`src/hdl/ctp_pkg.sv`:
```
// Shared types, constants and character helpers for the card track parser.
`timescale 1ns / 1ps

package ctp_pkg;

    // Longest swipe string; the byte at MAX_LEN-1 is read as a terminator.
    localparam int MAX_LEN = 256;
    localparam int POS_W = 8;

    localparam int CARD_W = 54;
    localparam int SID_W = 30;
    localparam int CNT_W = 5;
    localparam int TIDX_W = 4;

    localparam int CARD_DIGITS = 16;
    localparam int SID_DIGITS = 9;
    localparam int TRAILER_LEN = 12;

    // student_id / 1000000 is 860 or 861
    localparam logic [SID_W-1:0] ID_LOW = SID_W'(860000000);
    localparam logic [SID_W-1:0] ID_HIGH = SID_W'(861999999);

    localparam logic [7:0] CH_NUL = 8'h00;
    localparam logic [7:0] CH_SPACE = 8'h20;
    localparam logic [7:0] CH_PERCENT = 8'h25;
    localparam logic [7:0] CH_SLASH = 8'h2F;
    localparam logic [7:0] CH_B = 8'h42;
    localparam logic [7:0] CH_CARET = 8'h5E;

    typedef struct packed {
        logic       start_of_card;
        logic [7:0] char_code;
    } item_t;

    typedef struct packed {
        logic              parse_ok;
        logic              first_char_bad;
        logic [POS_W-1:0]  error_position;
        logic [CARD_W-1:0] card_number;
        logic [SID_W-1:0]  student_id;
        logic              id_in_range;
    } result_t;

    function automatic logic is_digit(input logic [7:0] c);
        return (c >= 8'h30) && (c <= 8'h39);
    endfunction

    function automatic logic is_letter(input logic [7:0] c);
        return ((c >= 8'h41) && (c <= 8'h5A)) || ((c >= 8'h61) && (c <= 8'h7A));
    endfunction

    // Fixed trailer "491212000000"
    function automatic logic [7:0] trailer_char(input logic [TIDX_W-1:0] idx);
        logic [7:0] ch;
        case (idx)
            4'd0:    ch = 8'h34;
            4'd1:    ch = 8'h39;
            4'd2:    ch = 8'h31;
            4'd3:    ch = 8'h32;
            4'd4:    ch = 8'h31;
            4'd5:    ch = 8'h32;
            default: ch = 8'h30;
        endcase
        return ch;
    endfunction

endpackage

```
`src/hdl/ctp_item_if.sv`:
```
// Valid/ready channel carrying one swipe byte request.
`timescale 1ns / 1ps

interface ctp_item_if;
    logic       valid;
    logic       ready;
    logic       start_of_card;
    logic [7:0] char_code;

    modport source (output valid, output start_of_card, output char_code, input ready);
    modport sink (input valid, input start_of_card, input char_code, output ready);
endinterface

```
`src/hdl/ctp_result_if.sv`:
```
// Valid/ready channel carrying one parse result request.
`timescale 1ns / 1ps

interface ctp_result_if;
    logic        valid;
    logic        ready;
    logic        parse_ok;
    logic        first_char_bad;
    logic [7:0]  error_position;
    logic [53:0] card_number;
    logic [29:0] student_id;
    logic        id_in_range;

    modport source (output valid, output parse_ok, output first_char_bad,
                    output error_position, output card_number, output student_id,
                    output id_in_range, input ready);
    modport sink (input valid, input parse_ok, input first_char_bad,
                  input error_position, input card_number, input student_id,
                  input id_in_range, output ready);
endinterface

```
`src/hdl/ctp_in_stage.sv`:
```
// Input register for incoming swipe bytes.
`timescale 1ns / 1ps

module ctp_in_stage (
    input  logic               clk,
    input  logic               rst_n,
    ctp_item_if.sink           item,
    input  logic               advance,
    output logic               step_en,
    output ctp_pkg::item_t     step_item
);

    logic           valid_reg;
    ctp_pkg::item_t data_reg;

    assign item.ready = !valid_reg || advance;
    assign step_en = valid_reg && advance;
    assign step_item = data_reg;

    always_ff @(posedge clk or negedge rst_n)
    begin
        if (!rst_n)
        begin
            valid_reg <= 1'b0;
        end
        else if (item.ready)
        begin
            valid_reg <= item.valid;
        end
    end

    always_ff @(posedge clk)
    begin
        if (item.ready && item.valid)
        begin
            data_reg.start_of_card <= item.start_of_card;
            data_reg.char_code <= item.char_code;
        end
    end

endmodule

```
`src/hdl/ctp_parser.sv`:
```
// Track layout state machine: one byte step per enabled cycle.
`timescale 1ns / 1ps

module ctp_parser (
    input  logic                clk,
    input  logic                rst_n,
    input  logic                step_en,
    input  ctp_pkg::item_t      step_item,
    output logic                res_valid,
    output ctp_pkg::result_t    res
);

    typedef enum logic [3:0] {
        PH_WAIT,
        PH_PREFIX,
        PH_CARD,
        PH_LAST,
        PH_FIRST,
        PH_SKIP,
        PH_TRAILER,
        PH_SID,
        PH_DONE
    } phase_t;

    phase_t                              phase_reg, phase_next;
    logic [ctp_pkg::POS_W-1:0]           pos_reg, pos_next;
    logic [ctp_pkg::CNT_W-1:0]           dcnt_reg, dcnt_next;
    logic [ctp_pkg::CARD_W-1:0]          card_reg, card_next;
    logic [ctp_pkg::SID_W-1:0]           sid_reg, sid_next;
    logic [ctp_pkg::TIDX_W-1:0]          tidx_reg, tidx_next;

    phase_t                              ph;
    logic [ctp_pkg::POS_W-1:0]           pos;
    logic [ctp_pkg::CNT_W-1:0]           dcnt;
    logic [ctp_pkg::CNT_W-1:0]           dcnt_inc;
    logic [ctp_pkg::CARD_W-1:0]          card_acc;
    logic [ctp_pkg::SID_W-1:0]           sid_acc;
    logic [ctp_pkg::TIDX_W-1:0]          tidx;
    logic [7:0]                          c;
    logic                                fail;
    logic                                success;
    logic [ctp_pkg::POS_W:0]             fail_pos;

    always_comb
    begin
        // a start byte restarts everything and is itself position 0
        ph = step_item.start_of_card ? PH_PREFIX : phase_reg;
        pos = step_item.start_of_card ? '0 : pos_reg;
        dcnt = step_item.start_of_card ? '0 : dcnt_reg;
        card_acc = step_item.start_of_card ? '0 : card_reg;
        sid_acc = step_item.start_of_card ? '0 : sid_reg;
        tidx = step_item.start_of_card ? '0 : tidx_reg;

        c = (pos >= ctp_pkg::POS_W'(ctp_pkg::MAX_LEN - 1)) ? ctp_pkg::CH_NUL
                                                           : step_item.char_code;
        dcnt_inc = dcnt + 1'b1;

        phase_next = ph;
        pos_next = pos;
        dcnt_next = dcnt;
        card_next = card_acc;
        sid_next = sid_acc;
        tidx_next = tidx;
        fail = 1'b0;
        success = 1'b0;
        fail_pos = {1'b0, pos};

        if (ph != PH_WAIT && ph != PH_DONE)
        begin
            pos_next = pos + 1'b1;
        end

        unique case (ph)
            PH_WAIT, PH_DONE:
            begin
            end
            PH_PREFIX:
            begin
                if (c != ((pos == '0) ? ctp_pkg::CH_PERCENT : ctp_pkg::CH_B))
                    fail = 1'b1;
                else if (pos != '0)
                    phase_next = PH_CARD;
            end
            PH_CARD:
            begin
                if (c == ctp_pkg::CH_CARET && dcnt == ctp_pkg::CNT_W'(ctp_pkg::CARD_DIGITS))
                begin
                    dcnt_next = '0;
                    phase_next = PH_LAST;
                end
                else if (c == ctp_pkg::CH_CARET
                         || dcnt >= ctp_pkg::CNT_W'(ctp_pkg::CARD_DIGITS)
                         || !ctp_pkg::is_digit(c))
                begin
                    fail = 1'b1;
                end
                else
                begin
                    card_next = (card_acc << 3) + (card_acc << 1)
                                + ctp_pkg::CARD_W'(c[3:0]);
                    dcnt_next = dcnt_inc;
                end
            end
            PH_LAST:
            begin
                if (c == ctp_pkg::CH_SLASH)
                    phase_next = PH_FIRST;
                else if (!ctp_pkg::is_letter(c) && c != ctp_pkg::CH_SPACE)
                    fail = 1'b1;
            end
            PH_FIRST:
            begin
                if (c == ctp_pkg::CH_SPACE)
                    phase_next = PH_SKIP;
                else if (!ctp_pkg::is_letter(c))
                    fail = 1'b1;
            end
            PH_SKIP:
            begin
                if (c == ctp_pkg::CH_NUL)
                    fail = 1'b1;
                else if (c == ctp_pkg::CH_CARET)
                begin
                    tidx_next = '0;
                    phase_next = PH_TRAILER;
                end
            end
            PH_TRAILER:
            begin
                if (c == ctp_pkg::CH_NUL)
                    fail = 1'b1;
                else if (tidx >= ctp_pkg::TIDX_W'(ctp_pkg::TRAILER_LEN)
                         || c != ctp_pkg::trailer_char(tidx))
                begin
                    // mismatch is reported one past the offending byte
                    fail = 1'b1;
                    fail_pos = {1'b0, pos} + 1'b1;
                end
                else
                begin
                    tidx_next = tidx + 1'b1;
                    if (tidx_next == ctp_pkg::TIDX_W'(ctp_pkg::TRAILER_LEN))
                    begin
                        dcnt_next = '0;
                        phase_next = PH_SID;
                    end
                end
            end
            PH_SID:
            begin
                if (!ctp_pkg::is_digit(c))
                    fail = 1'b1;
                else
                begin
                    sid_next = (sid_acc << 3) + (sid_acc << 1)
                               + ctp_pkg::SID_W'(c[3:0]);
                    dcnt_next = dcnt_inc;
                    if (dcnt_inc >= ctp_pkg::CNT_W'(ctp_pkg::SID_DIGITS))
                    begin
                        success = 1'b1;
                        phase_next = PH_DONE;
                    end
                end
            end
            default:
            begin
                phase_next = PH_WAIT;
            end
        endcase

        if (fail)
            phase_next = PH_DONE;

        res_valid = step_en && (fail || success);
        res.parse_ok = success;
        res.first_char_bad = fail && (fail_pos == '0);
        res.error_position = fail ? fail_pos[ctp_pkg::POS_W-1:0] : '0;
        res.card_number = success ? card_acc : '0;
        res.student_id = success ? sid_next : '0;
        res.id_in_range = success && (sid_next >= ctp_pkg::ID_LOW)
                          && (sid_next <= ctp_pkg::ID_HIGH);
    end

    always_ff @(posedge clk or negedge rst_n)
    begin
        if (!rst_n)
        begin
            phase_reg <= PH_WAIT;
            pos_reg <= '0;
            dcnt_reg <= '0;
            card_reg <= '0;
            sid_reg <= '0;
            tidx_reg <= '0;
        end
        else if (step_en)
        begin
            phase_reg <= phase_next;
            pos_reg <= pos_next;
            dcnt_reg <= dcnt_next;
            card_reg <= card_next;
            sid_reg <= sid_next;
            tidx_reg <= tidx_next;
        end
    end

`ifndef ASSERT_OFF
    // a result closes the card until the next start
    assert property (@(posedge clk) disable iff (!rst_n)
        res_valid |=> phase_reg == PH_DONE)
        else $error("parser not done after result");

    // no second result without a new start
    assert property (@(posedge clk) disable iff (!rst_n)
        step_en && !step_item.start_of_card && phase_reg == PH_DONE |-> !res_valid)
        else $error("result from a finished card");

    // position moves by one on every byte of an open card
    assert property (@(posedge clk) disable iff (!rst_n)
        step_en && !step_item.start_of_card && phase_reg != PH_WAIT
        && phase_reg != PH_DONE
        |=> pos_reg == ctp_pkg::POS_W'($past(pos_reg) + 1'b1))
        else $error("byte position skipped");
`endif

endmodule

```
`src/hdl/ctp_out_stage.sv`:
```
// Result register in front of the result channel.
`timescale 1ns / 1ps

module ctp_out_stage (
    input  logic                clk,
    input  logic                rst_n,
    input  logic                res_valid,
    input  ctp_pkg::result_t    res,
    output logic                advance,
    ctp_result_if.source        result
);

    logic             valid_reg;
    ctp_pkg::result_t data_reg;

    // stage moves whenever the slot is empty or being drained
    assign advance = !valid_reg || result.ready;

    assign result.valid = valid_reg;
    assign result.parse_ok = data_reg.parse_ok;
    assign result.first_char_bad = data_reg.first_char_bad;
    assign result.error_position = data_reg.error_position;
    assign result.card_number = data_reg.card_number;
    assign result.student_id = data_reg.student_id;
    assign result.id_in_range = data_reg.id_in_range;

    always_ff @(posedge clk or negedge rst_n)
    begin
        if (!rst_n)
        begin
            valid_reg <= 1'b0;
        end
        else if (advance)
        begin
            valid_reg <= res_valid;
        end
    end

    always_ff @(posedge clk)
    begin
        if (advance && res_valid)
        begin
            data_reg <= res;
        end
    end

endmodule

```
`src/hdl/card_track_parser.sv`:
```
// Top level of the card track parser.
`timescale 1ns / 1ps
//
// Swipe bytes arrive on the item channel (valid/ready), one byte per request,
// with start_of_card marking the first byte of a card. A byte of 0 ends the
// string. At most one request per card leaves on the result channel: success with the
// card number, student ID and range flag, or the first failing position.
// Bytes after a result are dropped until the next start.
//
// Throughput: one byte per cycle while the result register can advance.
// Each byte is one pass of the layout state machine between the input
// register and the result register.
// Path: the parser steps a byte when the result register advances, which
// loads the result at that same edge (input register, then result register).
//
// Reset (rst_n low, asynchronous) empties both registers and returns the
// parser to waiting for a start byte.
// When the receiver stalls with a result held, the parser stops: a byte already
// in the input register waits there, an empty input register takes one more
// byte, and ready then stays low until the result is taken.
//
module card_track_parser (
    input  logic          clk,
    input  logic          rst_n,
    ctp_item_if.sink      item,
    ctp_result_if.source  result
);

    logic                advance;
    logic                step_en;
    ctp_pkg::item_t      step_item;
    logic                res_valid;
    ctp_pkg::result_t    res;

    ctp_in_stage u_in_stage (
        .clk       (clk),
        .rst_n     (rst_n),
        .item      (item),
        .advance   (advance),
        .step_en   (step_en),
        .step_item (step_item)
    );

    ctp_parser u_parser (
        .clk       (clk),
        .rst_n     (rst_n),
        .step_en   (step_en),
        .step_item (step_item),
        .res_valid (res_valid),
        .res       (res)
    );

    ctp_out_stage u_out_stage (
        .clk       (clk),
        .rst_n     (rst_n),
        .res_valid (res_valid),
        .res       (res),
        .advance   (advance),
        .result    (result)
    );

endmodule

```
`src/flat_wrapper.sv`:
```
// flat-port wrapper written by rule: the top's interface ports become plain ports
module card_track_parser_flat 
  (clk, rst_n, item_valid, item_start_of_card, item_char_code, item_ready, result_valid, result_parse_ok, result_first_char_bad, result_error_position, result_card_number, result_student_id, result_id_in_range, result_ready);
  ctp_item_if item_i ();
  ctp_result_if result_i ();
  input  logic clk;
  input  logic rst_n;
  input wire logic [$bits(item_i.valid)-1:0] item_valid;
  input wire logic [$bits(item_i.start_of_card)-1:0] item_start_of_card;
  input wire logic [$bits(item_i.char_code)-1:0] item_char_code;
  output wire logic [$bits(item_i.ready)-1:0] item_ready;
  output wire logic [$bits(result_i.valid)-1:0] result_valid;
  output wire logic [$bits(result_i.parse_ok)-1:0] result_parse_ok;
  output wire logic [$bits(result_i.first_char_bad)-1:0] result_first_char_bad;
  output wire logic [$bits(result_i.error_position)-1:0] result_error_position;
  output wire logic [$bits(result_i.card_number)-1:0] result_card_number;
  output wire logic [$bits(result_i.student_id)-1:0] result_student_id;
  output wire logic [$bits(result_i.id_in_range)-1:0] result_id_in_range;
  input wire logic [$bits(result_i.ready)-1:0] result_ready;
  assign item_i.valid = item_valid;
  assign item_i.start_of_card = item_start_of_card;
  assign item_i.char_code = item_char_code;
  assign item_ready = item_i.ready;
  assign result_valid = result_i.valid;
  assign result_parse_ok = result_i.parse_ok;
  assign result_first_char_bad = result_i.first_char_bad;
  assign result_error_position = result_i.error_position;
  assign result_card_number = result_i.card_number;
  assign result_student_id = result_i.student_id;
  assign result_id_in_range = result_i.id_in_range;
  assign result_i.ready = result_ready;
  card_track_parser u_core (.clk(clk), .rst_n(rst_n), .item(item_i), .result(result_i));
endmodule
```
`config.mk`:
```
export PLATFORM = sky130hd
export DESIGN_NAME = card_track_parser_flat
export DESIGN_NICKNAME = d
export VERILOG_FILES = /design/src/hdl/ctp_pkg.sv /design/src/hdl/ctp_item_if.sv /design/src/hdl/ctp_result_if.sv /design/src/hdl/ctp_in_stage.sv /design/src/hdl/ctp_parser.sv /design/src/hdl/ctp_out_stage.sv /design/src/hdl/card_track_parser.sv /design/src/flat_wrapper.sv
export SDC_FILE = /design/constraint.sdc
export NUM_CORES = 1
export LEC_CHECK = 0
export BUFFER_PORTS_ARGS = -buffer_cell sky130_fd_sc_hd__buf_2
export CAP_MARGIN = 25
export CORE_ASPECT_RATIO = 0.5
export CORE_MARGIN = 1.5
export CORE_UTILIZATION = 39
export DETAILED_ROUTE_END_ITERATION = 8
export HOLD_SLACK_MARGIN = 0.03
export PLACE_DENSITY = 0.67
export SYNTH_ARGS = -nofsm -noshare
export SYNTH_HDL_FRONTEND = slang
export SYNTH_SLANG_ARGS = --single-unit
```
`constraint.sdc`:
```
create_clock -name clk -period 8.5 [get_ports clk]
set_clock_uncertainty 0.2 [all_clocks]
set_input_delay 1.7 -clock clk [delete_from_list [all_inputs] [get_ports clk]]
set_output_delay 1.7 -clock clk [all_outputs]
set_load 0.01 [all_outputs]
```
# ---- Yosys cells after proc, flatten, opt, wreduce, memory -nomap -nowiden
# Cells that the tools add are included.
dict set report word_totals {
  register_bits 211
  in_bits 13
  out_inout_bits 97
  wordCells 153
}
dict set report classes {
  add_sub_neg 8
  magnitude_cmp 12
  n_eq_ne 22
  n_mux 61
  n_reduce_logical 34
}
# cell count
set ops {}
lappend ops {{54-bit two-way mux} 4}
lappend ops {{30-bit two-way mux} 3}
lappend ops {{4-bit two-way mux} 19}
lappend ops {{54-bit by 4-bit adder with 54-bit output} 1}
lappend ops {{54-bit adder} 1}
lappend ops {{8-bit two-way mux} 5}
lappend ops {{5-bit two-way mux} 7}
lappend ops {{4-bit case mux with 8 select lines} 1}
lappend ops {{30-bit adder} 1}
lappend ops {{30-bit by 4-bit adder with 30-bit output} 1}
lappend ops {{30-bit greater-or-equal comparator, second input constant} 1}
lappend ops {{30-bit <= comparator, second input constant} 1}
lappend ops {{9-bit two-way mux} 3}
lappend ops {{4-bit by 3-bit == test with 1-bit output, second input constant} 6}
lappend ops {{4-bit by 2-bit == test with 1-bit output, second input constant} 4}
lappend ops {{8-bit by 6-bit == test with 1-bit output, second input constant} 2}
lappend ops {{8-bit by 7-bit greater-or-equal comparator with 1-bit output, second input constant} 2}
lappend ops {{8-bit by 7-bit <= comparator with 1-bit output, second input constant} 2}
lappend ops {{8-bit logical NOT} 2}
lappend ops {{4-bit case mux with 4 select lines} 1}
lappend ops {{5-bit case mux with 3 select lines} 1}
lappend ops {{1-bit two-way mux} 14}
lappend ops {{1-bit logical AND} 13}
lappend ops {{8-bit by 1-bit adder with 9-bit output, second input constant} 1}
lappend ops {{other kinds (27)} 41}

# ---- Depth between registers and ports, before layout
# Gate-level depths: netlist (run 1).
dict set report depth {
  depth_word 14
  ltp_mapped 23
  mapped_depth_nobuf 18
}

# ---- Cells and area by module
# From an unflattened synthesis (run 1), not the netlist that was laid out.
dict set report hier_totals {
  cells_unflattened 1566
  hier_area_um2 14973.1
}
# mod n_inst cells_per_inst area_each_um2 seq_area_each_um2
set by_module_without_submodules {}
lappend by_module_without_submodules {ctp_parser 1 1453 11736.3 2627.5}
lappend by_module_without_submodules {ctp_out_stage 1 99 2906.5 2877.8}
lappend by_module_without_submodules {ctp_in_stage 1 14 330.3 295.3}

# ---- Worst setup path before layout (run 1)
# No wires, ideal clock.
dict set report synth_path {
  path_type {register to register}
  startpoint {register u_core.u_in_stage.data_reg, in the netlist u_core.u_in_stage.step_item[8]}
  endpoint {register u_core.u_out_stage.data_reg, in the netlist u_core.u_out_stage.result.card_number[0], enable pin}
  setup_time_ps 582
  arrival_ps 7702
  required_ps 7718
  slack_ps 17
  path_stages_with_launch 15
  path_buffers 5
  period_less_slack_ps 8483
  cell_sequence {edfxtp_1 > clkbuf_1 > clkbuf_1 > buf_1 > buf_1 > clkbuf_1 > nor2b_1 > ha_1 > nand4b_1 > nor2_1 > nor3_2 > a21oi_1 > o22ai_1 > a2111oi_2 > a21oi_1}
}
dict set report synth_via {
  elab_chain_len 14
  elab_cells_between_ends 73
  cone_classes {add/sub (1); order compare (10); eq/ne (19); mux (24); reduce/logical (19)}
}
# item line_no
set synth_lines {}
lappend synth_lines {{start, declared} ctp_in_stage.sv:14} ;# ctp_pkg::item_t data_reg;
lappend synth_lines {{8-bit two-way mux / 4-bit two-way mux (equally long branches)} {ctp_parser.sv:48, ctp_parser.sv:52}}
lappend synth_lines {{8-bit greater-or-equal comparator (tied with other cells)} ctp_parser.sv:54} ;# c = (pos >= ctp_pkg::POS_W'(ctp_pkg::MAX_LEN - 1)) ? ctp_pkg::CH_NUL
lappend synth_lines {{8-bit two-way mux / 2-bit OR reduction (equally long branches)} n/a}
lappend synth_lines {{8-bit by 7-bit greater-or-equal comparator with 1-bit output (tied with other cells)} ctp_pkg.sv:49} ;# return ((c >= 8'h41) && (c <= 8'h5A)) || ((c >= 8'h61) && (c <= 8'h7A));
lappend synth_lines {{1-bit logical AND / 8-bit two-way mux (equally long branches)} {ctp_pkg.sv:49, ctp_parser.sv:130}}
lappend synth_lines {{1-bit logical OR / 8-bit two-way mux (equally long branches)} {ctp_pkg.sv:49, ctp_parser.sv:73}}
lappend synth_lines {{1-bit logical NOT / 8-bit inequality test (equally long branches)} n/a}
lappend synth_lines {{1-bit logical AND / 1-bit logical OR (equally long branches)} {ctp_parser.sv:108, ctp_parser.sv:133}}
lappend synth_lines {{1-bit two-way mux, on equally long branches} {ctp_parser.sv:108, ctp_parser.sv:132}}
lappend synth_lines {{1-bit two-way mux, on equally long branches} {ctp_parser.sv:106, ctp_parser.sv:130}}
lappend synth_lines {{1-bit case mux with 7 select lines} ctp_parser.sv:73} ;# unique case (ph)
lappend synth_lines {{1-bit logical OR *} ctp_parser.sv:174} ;# res_valid = step_en && (fail || success);
lappend synth_lines {{1-bit logical AND *} ctp_parser.sv:174}
lappend synth_lines {{1-bit logical AND *} ctp_out_stage.sv:41} ;# if (advance && res_valid)
lappend synth_lines {{end signal, assigned} ctp_out_stage.sv:43} ;# data_reg <= res;
lappend synth_lines {{end, declared} ctp_out_stage.sv:14} ;# ctp_pkg::result_t data_reg;
# Every way passes the cells marked *; elsewhere a longest branch is shown, timed or not. The select of a mux whose other input is x is not followed.
# A chain may end at the register's enable or synchronous reset.

# ---- Worst setup path after layout (run 1)
dict set report layout_path {
  startpoint {register u_core.u_in_stage.data_reg, in the netlist u_core.u_in_stage.step_item[8]}
  endpoint {register u_core.u_parser.card_reg[50] (netlist name)}
}
dict set report layout_via {
  elab_chain_len 10
  elab_cells_between_ends 22
  cone_classes {add/sub (2); order compare (4); eq/ne (3); mux (8); reduce/logical (5)}
}
# item line_no
set layout_lines {}
lappend layout_lines {{branches (longest 9 deep; another with 54-bit adder)} n/a}
lappend layout_lines {{54-bit two-way mux *} ctp_parser.sv:73}
lappend layout_lines {{end signal, assigned} ctp_parser.sv:200} ;# card_reg <= card_next;
lappend layout_lines {{end, declared} ctp_parser.sv:28} ;# logic [ctp_pkg::CARD_W-1:0] card_reg, card_next;
# Mark *: on every way between the ends.

==> results of run 1 <==
-- how the worst max path moves through the flow --
stage | startpoint | endpoint | slack [ps] | cells after the start
6_report | u_core.u_in_stage.step_item[8] | u_core.u_parser.card_reg[50] | 2190 | 18
5_1_grt | u_core.u_in_stage.step_item[8] | u_core.u_parser.card_reg[50] | 1690 | 18
3_3_place_gp | u_core.u_in_stage.step_item[8] | u_core.u_parser.card_reg[50] | 2510 | 18
2_1_floorplan | u_core.u_in_stage.step_item[8] | u_core.u_out_stage.result.card_number[0] | 20 | 14
4_1_cts | u_core.u_in_stage.step_item[8] | u_core.u_parser.card_reg[50] | 2230 | 18
3_5_place_dp | u_core.u_in_stage.step_item[8] | u_core.u_parser.card_reg[50] | 2260 | 18
-- cell type report --
class | instances | area [um2] | share of cell area [%]
Clock inverter | 12 | 201 | 1.19
Clock buffer | 28 | 583 | 3.45
Sequential cell | 211 | 5800 | 34.3
Multi-Input combinational cell | 1304 | 8890 | 52.6
Inverter | 33 | 124 | 0.733
Tap cell | 520 | 651 | 3.85
Timing Repair Buffer | 123 | 653 | 3.86
-- stage by stage --
stage | area, um2 | setup slack (ps) | hold slack [ps]
floorplan | 15100 | 16.8 | 238
global placement | 16100 | 2510 | 252
detailed placement | 16100 | 2260 | 259
CTS | 16900 | 2230 | 275
global route | 16900 | 1690 | 298
finish | 16900 | 2190 | 270
-- cells by family after synthesis --
| group | after synthesis | share of synthesized area (%) |
|---|---|---|
| and+or+nand+nor | 586 | 19.8 |
| AOI/OAI and AO/OA | 444 | 18.4 |
| DFF | 211 | 38.4 |
| adders and majority gates | 170 | 14.2 |
| buffers and inverters | 110 | 2.79 |
| xor gates and xnor gates | 83 | 4.87 |
| muxes | 21 | 1.43 |
-- routing by layer --
metal	share of wire (%)	GRT usage [%]	vias to the layer above
met3	3.7	2.66	64
li1	-	-	6037
met5	0	0	-
met1	46	24.5	5862
met4	2.4	5.18	0
met2	48	32.9	226
-- power by group --
part / internal (mW) / leakage, nW / switching (mW) / total, mW
sequential: 1.13 / 2.46 / 0.0364 / 1.17
clock: 0.641 / 0.381 / 0.426 / 1.07
combinational: 0.0812 / 4.69 / 0.158 / 0.239
total: 1.85 / 7.53 / 0.620 / 2.47
-- critical path: stages (launching register included) --
cell and delay, ps:
edfxtp_1 350, buf_4 330, nor2b_1 420, ha_1 360
nand4b_1 270, nor2_1 460, nor2b_1 190, fa_1 510
fa_1 500, a211oi_1 310, o21ai_0 190, a22oi_1 400
o211ai_1 240, a31oi_1 410, o31ai_1 200, a31oi_1 270
o21bai_1 140, a311oi_1 300, o31ai_1 90
-- placed cells by master (no fill, tap or decap), types with 21 or more instances in the layout --
cell	instances
nor2_1	93
and2_1	63
a21oi_1	108
nor3_1	23
xnor2_1	53
xor2_1	29
clkbuf_16	22
a21o_1	38
nor2b_1	97
edfxtp_1	104
nand3_1	29
buf_2	108
ha_1	166
o21ai_0	143
and3_1	21
nand2_1	181
dfrtp_1	107
inv_1	33
==> flow_summary.yaml, run 1 <==
run_status:
  outcome: "finished clean"
clock_network:
  cts_tree: "built"
  clk_latency_ps: 530
  root_buffer: "clkbuf_16"
  clock_sinks: 211
  post_cts_resized: 0
  cts_hold_buffers: 0
  post_cts_buffers: 0
  clkTransAtPathRegs_ps: 70
  cts_buffer_depth: 3
  cts_inserted_buffers: 22
  h-tree-depth: 1
layout:
  fillers: 3590
  syn_to_final_growth_pct: 12.0
  fin_util_pct: 44.8
  nets: 1877
  antenna_cells: 0
  fin_cells: 2231
  drive_gt1_share_pct: 10.5
sta:
  setup_tns_ps: 0
  max-slew-margin-rel_pct: 38.4
  hold_viol: 0
  worstMarginPinSlew_ps: 924
  max_freq_mhz: 159
  post-route-period-util_pct: 74.2
  rsz0062_at_grt: "false"
  setup_violations: 0
  maxSlewViolCount: 0
  period_minus_slack_ps: 6310
setup_path:
  r2r_cells: 18
  reg2reg_from: "u_core.u_in_stage.step_item[8]"
  arrival_ps: 6510
  critical_path.max_fanout: 57
  r2r_end: "u_core.u_parser.card_reg[50]"
  worstSetupPathType: "register to register"
  required_ps: 8700
  cp-end-kind: "register"
  rrSetupSlack_ps: 2190
  start_kind: "register"
grt:
  grt_pass1_wl_um: 61700
  overflow: 0
  grt_pass1_vias: 12200
  grt_max_degree: 65
  grt_use_total_pct: 18.9
  antenna_found_initial: 1
synth:
  syn_inst: 1625
  ys_ff_latch: 211
  syn_area_um2: 15100
  synth_cell_types: 80
  synth_commonest_cells: "nand2_1 (181), ha_1 (166), o21ai_0 (143)"
  yosysMostFrequentCell: "nand2_1"
  async_flop_share_pct: 50.7
  synth_area_leaders: "edfxtp_1 (21%), dfrtp_1 (18%), ha_1 (14%), o21ai_0 (4.7%), nand2_1 (4.5%)"
  avgSynthCellArea_um2: 9.28
  synth_ff_type: "dfrtp_1"
  yosys_warnings: 0
  synth_nets: 1807
  synth_top_area_cell: "edfxtp_1"
  synth_top_area_share_pct: 20.7
  ys_seq_area_share_pct: 38.4
  synth_edf_count: 104
power_and_ir_drop:
  power.density_nw_per_um2: 146
  ir_drop_v: 0.000108
  power_leakage_nw: 7.53
  power_mw: 2.47
placed_design:
  gp_congestion: 0.928
  io_buffers: 109
  placedCellCount: 2191
  detailed_place_hpwl_um: 27100
flow_run:
  drv_cap: 0
die:
  num_rows: 50
  ioPinCount: 110
  placeableCoreArea_um2: 37700
  die_x_um: 281
  die-area_um2: 39900
  start_util_pct: 40.0
  die_y_um: 142
drt:
  drc_errors: 0
  drt.antenna.violating_nets: 0
  post_drt_wl_per_cell_um: 16.8
  vias: 12200
  drt_wl_total_um: 37500
  dr.pass1.iters: 5
  drtIter0Drc: 788
  vias_per_cell: 5.46
min_path:
  min_path_type: "register to register"
  hp-start: "u_core.u_parser.sid_reg[17]"
  hold_end: "u_core.u_parser.sid_reg[17]"
  hold_depth: 2
Power figures use the tool's default switching activity.
==> run 2, diff against run 1 <==
--- a/config.mk
+++ b/config.mk
@@ -12,7 +12,7 @@
 export CORE_UTILIZATION = 39
 export DETAILED_ROUTE_END_ITERATION = 8
 export HOLD_SLACK_MARGIN = 0.03
-export PLACE_DENSITY = 0.67
+export PLACE_DENSITY = 0.65
 export SYNTH_ARGS = -nofsm -noshare
 export SYNTH_HDL_FRONTEND = slang
 export SYNTH_SLANG_ARGS = --single-unit
==> constraint.sdc (replaced) <==
create_clock -name clk -period 6.11 [get_ports clk]
set_clock_uncertainty 0.2 [all_clocks]
set_input_delay 1.222 -clock clk [delete_from_list [all_inputs] [get_ports clk]]
set_output_delay 1.222 -clock clk [all_outputs]
set_load 0.01 [all_outputs]
==> flow_summary.yaml, run 2 (synthesized netlist as in run 1, its figures left out) <==
drt:
  vias: 12200
  vias_per_cell: 5.48
  drtIter0Drc: 924
  drt.antenna.violating_nets: 0
  drc_errors: 0
  post_drt_wl_per_cell_um: 16.9
  dr.pass1.iters: 5
  drt_wl_total_um: 37700
die:
  die_x_um: 281
  num_rows: 50
  start_util_pct: 40.0
  die_y_um: 142
  die-area_um2: 39900
  ioPinCount: 110
  placeableCoreArea_um2: 37700
run_status:
  outcome: "finished clean"
layout:
  fillers: 3672
  final_common_cell: "nand2_1"
  seqCellArea_um2: 5800
  nets: 1880
  multi_input_area_um2: 8900
  mostFrequentLayoutCells: "nand2_1 (181), ha_1 (166), o21ai_0 (143)"
  fin_cells: 2234
  drive_gt1_share_pct: 10.7
  fin_area_um2: 16900
  antenna_cells: 0
  syn_to_final_growth_pct: 11.9
sta:
  setup_violations: 0
  setup_tns_ps: 0
  worstMarginPinSlew_ps: 914
  hold_viol: 0
  post-route-period-util_pct: 92.2
  postLayoutSetupSlackWorst_ps: 474
  period_minus_slack_ps: 5640
  max_freq_mhz: 177
  maxSlewViolCount: 0
  rsz0062_at_grt: "false"
  max-slew-margin-rel_pct: 39.1
setup_path:
  worstSetupPathType: "register to register"
  critical_path.max_fanout: 6
  rrSetupSlack_ps: 470
  r2r_end: "u_core.u_out_stage.result.id_in_range"
  endpoint: "u_core.u_out_stage.result.id_in_range"
  worstSetupStartpoint: "u_core.u_in_stage.step_item[8]"
  required_ps: 6260
  arrival_ps: 5780
  r2r_cells: 18
  start_kind: "register"
  reg2reg_from: "u_core.u_in_stage.step_item[8]"
  cp-end-kind: "register"
placed_design:
  placedCellCount: 2194
  io_buffers: 109
  post-place-ws_ps: 447
  detailed_place_hpwl_um: 27400
  gp_congestion: 0.917
  placed_cell_area_um2: 16100
power_and_ir_drop:
  ir_drop_v: 0.000156
  power_mw: 3.38
  power.density_nw_per_um2: 200
  power_leakage_nw: 7.52
flow_run:
  drv_cap: 0
clock_network:
  cts_tree: "built"
  post_cts_resized: 0
  post_cts_buffers: 0
  cts_hold_buffers: 0
  clkTransAtPathRegs_ps: 60
  clock_sinks: 211
  root_buffer: "clkbuf_16"
  cts_buffer_depth: 3
  h-tree-depth: 1
  clk_latency_ps: 530
  cts_inserted_buffers: 22
min_path:
  min_path_type: "register to register"
grt:
  antenna_found_initial: 0
  grt_pass1_vias: 12100
  overflow: 0
  grt_max_degree: 69
  grt_pass1_wl_um: 62500
  grt_use_total_pct: 19.1
## run 2: changes by cell type in the layout (fill, tap and decap cells not counted), sizes merged
cell    delta
buf        +3
bufinv     -2
clkbuf     +4
clkinv     -2
## run 2: area by class of cell
| type | instances | area share [%] |
|---|---|---|
| Multi-Input combinational cell | 1304 | 52.7 |
| Sequential cell | 211 | 34.4 |
| Timing Repair Buffer | 126 | 4.00 |
| Tap cell | 520 | 3.85 |
| Clock buffer | 32 | 3.60 |
| Clock inverter | 8 | 0.771 |
| Inverter | 33 | 0.734 |
## run 2: stage by stage
step | util [%] | hold slack (ps)
final | 44.8 | 270
after detailed placement | 42.8 | 255
after global placement | 42.8 | 251
after CTS | 44.7 | 272
after global routing | 44.8 | 299
after floorplan | - | 238
## run 2: worst max-delay path, cell delays in order, from the launching register on
cell and delay (ps):
edfxtp_1 440, nor2b_1 220, ha_1 300, nand4b_1 290, nor2_2 360, nor2_1 140
ha_1 320, ha_1 250, fa_1 430, a21o_1 210, a22o_1 210, o31ai_2 350
o21ai_2 170, a31oi_1 230, xor2_1 260, a41oi_1 200, nor2b_1 190, or4_1 540
nor4_2 160
## run 2: how the worst min path moves through the flow
stage	slack, ps	cells past startpoint	from	endpoint
after global placement	250	2	u_core.u_parser.sid_reg[10]	u_core.u_parser.sid_reg[10]
after floorplan	240	2	u_core.u_parser.sid_reg[10]	u_core.u_parser.sid_reg[10]
after global routing	300	2	u_core.u_parser.sid_reg[8]	u_core.u_parser.sid_reg[8]
after CTS	270	2	u_core.u_parser.sid_reg[10]	u_core.u_parser.sid_reg[10]
after detailed placement	250	2	u_core.u_parser.sid_reg[10]	u_core.u_parser.sid_reg[10]
final	270	2	u_core.u_parser.sid_reg[17]	u_core.u_parser.sid_reg[17]
## run 2: layer usage
layer | vias to the layer above | global-route usage (%) | wire [um] | part of all wire [%]
li1 | 6054 | - | - | -
met1 | 5907 | 25.9 | 17800 | 47
met2 | 222 | 32.7 | 17800 | 47
met3 | 53 | 2.64 | 1470 | 3.9
met4 | 0 | 4.04 | 703 | 1.9
met5 | - | 0 | 0 | 0
## run 2: power by group
part	switching, mW	total, mW	internal [mW]	leakage, nW
combinational	0.227	0.342	0.115	4.70
sequential	0.0506	1.62	1.57	2.46
clock	0.588	1.41	0.822	0.360
==> run 3, diff against run 2 <==
--- a/config.mk
+++ b/config.mk
@@ -11,6 +11,7 @@
 export CORE_MARGIN = 1.5
 export CORE_UTILIZATION = 39
 export DETAILED_ROUTE_END_ITERATION = 8
+export GPL_ROUTABILITY_DRIVEN = 0
 export HOLD_SLACK_MARGIN = 0.03
 export PLACE_DENSITY = 0.65
 export SYNTH_ARGS = -nofsm -noshare
==> constraint.sdc (replaced) <==
create_clock -name clk -period 6.6 [get_ports clk]
set_clock_uncertainty 0.2 [all_clocks]
set_input_delay 1.32 -clock clk [delete_from_list [all_inputs] [get_ports clk]]
set_output_delay 1.32 -clock clk [all_outputs]
set_load 0.01 [all_outputs]
==> flow_summary.yaml, run 3 (synthesized netlist as in run 1, its figures left out) <==
power_and_ir_drop:
  power.switching_uw: 828
  seqPwrFrac_pct: 46.6
  sw_frac_of_total_pct: 25.7
  ir_drop_v: 0.000147
  power.density_nw_per_um2: 190
  p_clk_share_pct: 43.8
  power_leakage_nw: 7.55
  internal-power_mw: 2.40
  pwr-share-comb_pct: 9.6
grt:
  antenna_found_initial: 0
  grt_use_total_pct: 18.7
  overflow: 0
  grt_max_degree: 64
  grt_pass1_vias: 11900
  grt_pass1_wl_um: 61500
die:
  die-area_um2: 39900
  placeableCoreArea_um2: 37700
  die_y_um: 142
  num_rows: 50
  die_x_um: 281
  start_util_pct: 40.0
  ioPinCount: 110
sta:
  post-route-period-util_pct: 90.0
  setup_violations: 0
  max-slew-margin-rel_pct: 42.6
  hold_viol: 0
  max_freq_mhz: 168
  setup_tns_ps: 0
  worstMarginPinSlew_ps: 861
  rsz0062_at_grt: "false"
  period_minus_slack_ps: 5940
  maxSlewViolCount: 0
layout:
  drive_gt1_share_pct: 11.0
  fin_util_pct: 44.9
  nets: 1879
  fillers: 3633
  mostFrequentLayoutCells: "nand2_1 (181), ha_1 (166), o21ai_0 (143)"
  seqCellArea_um2: 5800
  antenna_cells: 0
  fin_area_um2: 16900
  final_common_cell: "nand2_1"
  syn_to_final_growth_pct: 12.3
  multi_input_area_um2: 8890
setup_path:
  reg2reg_from: "u_core.u_in_stage.step_item[8]"
  start_kind: "register"
  r2r_cells: 17
  r2r_end: "u_core.u_parser.card_reg[50]"
  cp-end-kind: "register"
  rrSetupSlack_ps: 660
  arrival_ps: 6160
  worstSetupPathType: "register to register"
  required_ps: 6820
  critical_path.max_fanout: 6
  worstSetupStartpoint: "u_core.u_in_stage.step_item[8]"
min_path:
  hold_depth: 2
  hp-start: "u_core.u_parser.sid_reg[14]"
  min_path_type: "register to register"
  hold_end: "u_core.u_parser.sid_reg[14]"
clock_network:
  post_cts_buffers: 0
  clkTransAtPathRegs_ps: 70
  cts_hold_buffers: 0
  post_cts_resized: 0
  clock_sinks: 211
  cts_buffer_depth: 3
  root_buffer: "clkbuf_16"
  clk_latency_ps: 540
  cts_tree: "built"
  cts_inserted_buffers: 23
  h-tree-depth: 1
placed_design:
  io_buffers: 109
  placed_cell_area_um2: 16100
  detailed_place_hpwl_um: 26800
drt:
  post_drt_wl_per_cell_um: 16.6
  drc_errors: 0
  vias_per_cell: 5.48
  drt.antenna.violating_nets: 0
  dr.pass1.iters: 6
  drt_wl_total_um: 37000
  drtIter0Drc: 800
  vias: 12200
run_status:
  outcome: "finished clean"
flow_run:
  drv_cap: 0
## run 3: changes by cell type in the layout (fill, tap and decap cells not counted), sizes merged
| cell | delta |
|---|---|
| clkinvlp | +2 |
| clkbuf | -6 |
| buf | -2 |
| bufinv | +1 |
| inv | +5 |
## run 3: metal layers
layer / GRT usage, % / vias to the layer above / routed length, um / share of wire [%]
li1: - / 6054 / - / -
met1: 24.8 / 5871 / 17200 / 46
met2: 32.2 / 251 / 17600 / 48
met3: 2.54 / 60 / 1470 / 4.0
met4: 4.47 / 0 / 750 / 2.0
met5: 0 / - / 0 / 0
## run 3: layout make-up
type	count	share of cell area, %
timing repair buffer	124	3.90
clock inverter	16	1.21
inverter	33	0.731
sequential	211	34.2
tap	520	3.84
clock buffer	26	3.64
multi-input combinational	1304	52.4
## run 3: worst max-delay path by stage
stage	end	slack [ps]	depth (start not counted)
after detailed placement	u_core.u_parser.card_reg[50]	720	17
after global routing	u_core.u_parser.card_reg[50]	210	17
final	u_core.u_parser.card_reg[50]	660	17
after floorplan	u_core.u_out_stage.result.card_number[0]	50	13
after CTS	u_core.u_parser.card_reg[50]	690	17
after global placement	u_core.u_parser.card_reg[50]	920	17
## run 3: through the flow
step | instances | power (mW) | hold WS (ps) | setup slack (ps)
2_1_floorplan | 1625 | 1.72 | 238 | 45.1
3_3_place_gp | 2192 | 1.84 | 253 | 921
3_5_place_dp | 2192 | 1.84 | 261 | 718
4_1_cts | 2234 | 3.26 | 276 | 686
5_1_grt | 2234 | 3.36 | 292 | 210
6_report | 2234 | 3.23 | 272 | 658
## run 3: power by group through the flow
stage | Sequential [mW] | Clock, mW | Combinational [mW]
6_report | 1.50 | 1.41 | 0.309
5_1_grt | 1.51 | 1.50 | 0.342
4_1_cts | 1.50 | 1.45 | 0.312
3_5_place_dp | 1.53 | 0 | 0.310
3_3_place_gp | 1.53 | 0 | 0.308
2_1_floorplan | 1.54 | 0 | 0.179
## run 3: worst max-delay path, stage by stage (launching register included)
cell and delay [ps]:
edfxtp_1 430, nor2b_1 370, ha_1 370, nand4b_1 260
nor2_1 470, nor2b_1 190, fa_1 520, fa_1 490
a211oi_1 350, o21ai_0 190, a22oi_1 380, o211ai_1 230
a31oi_1 380, o31ai_1 190, a31oi_1 290, o21bai_1 140
a311oi_1 280, o31ai_1 90
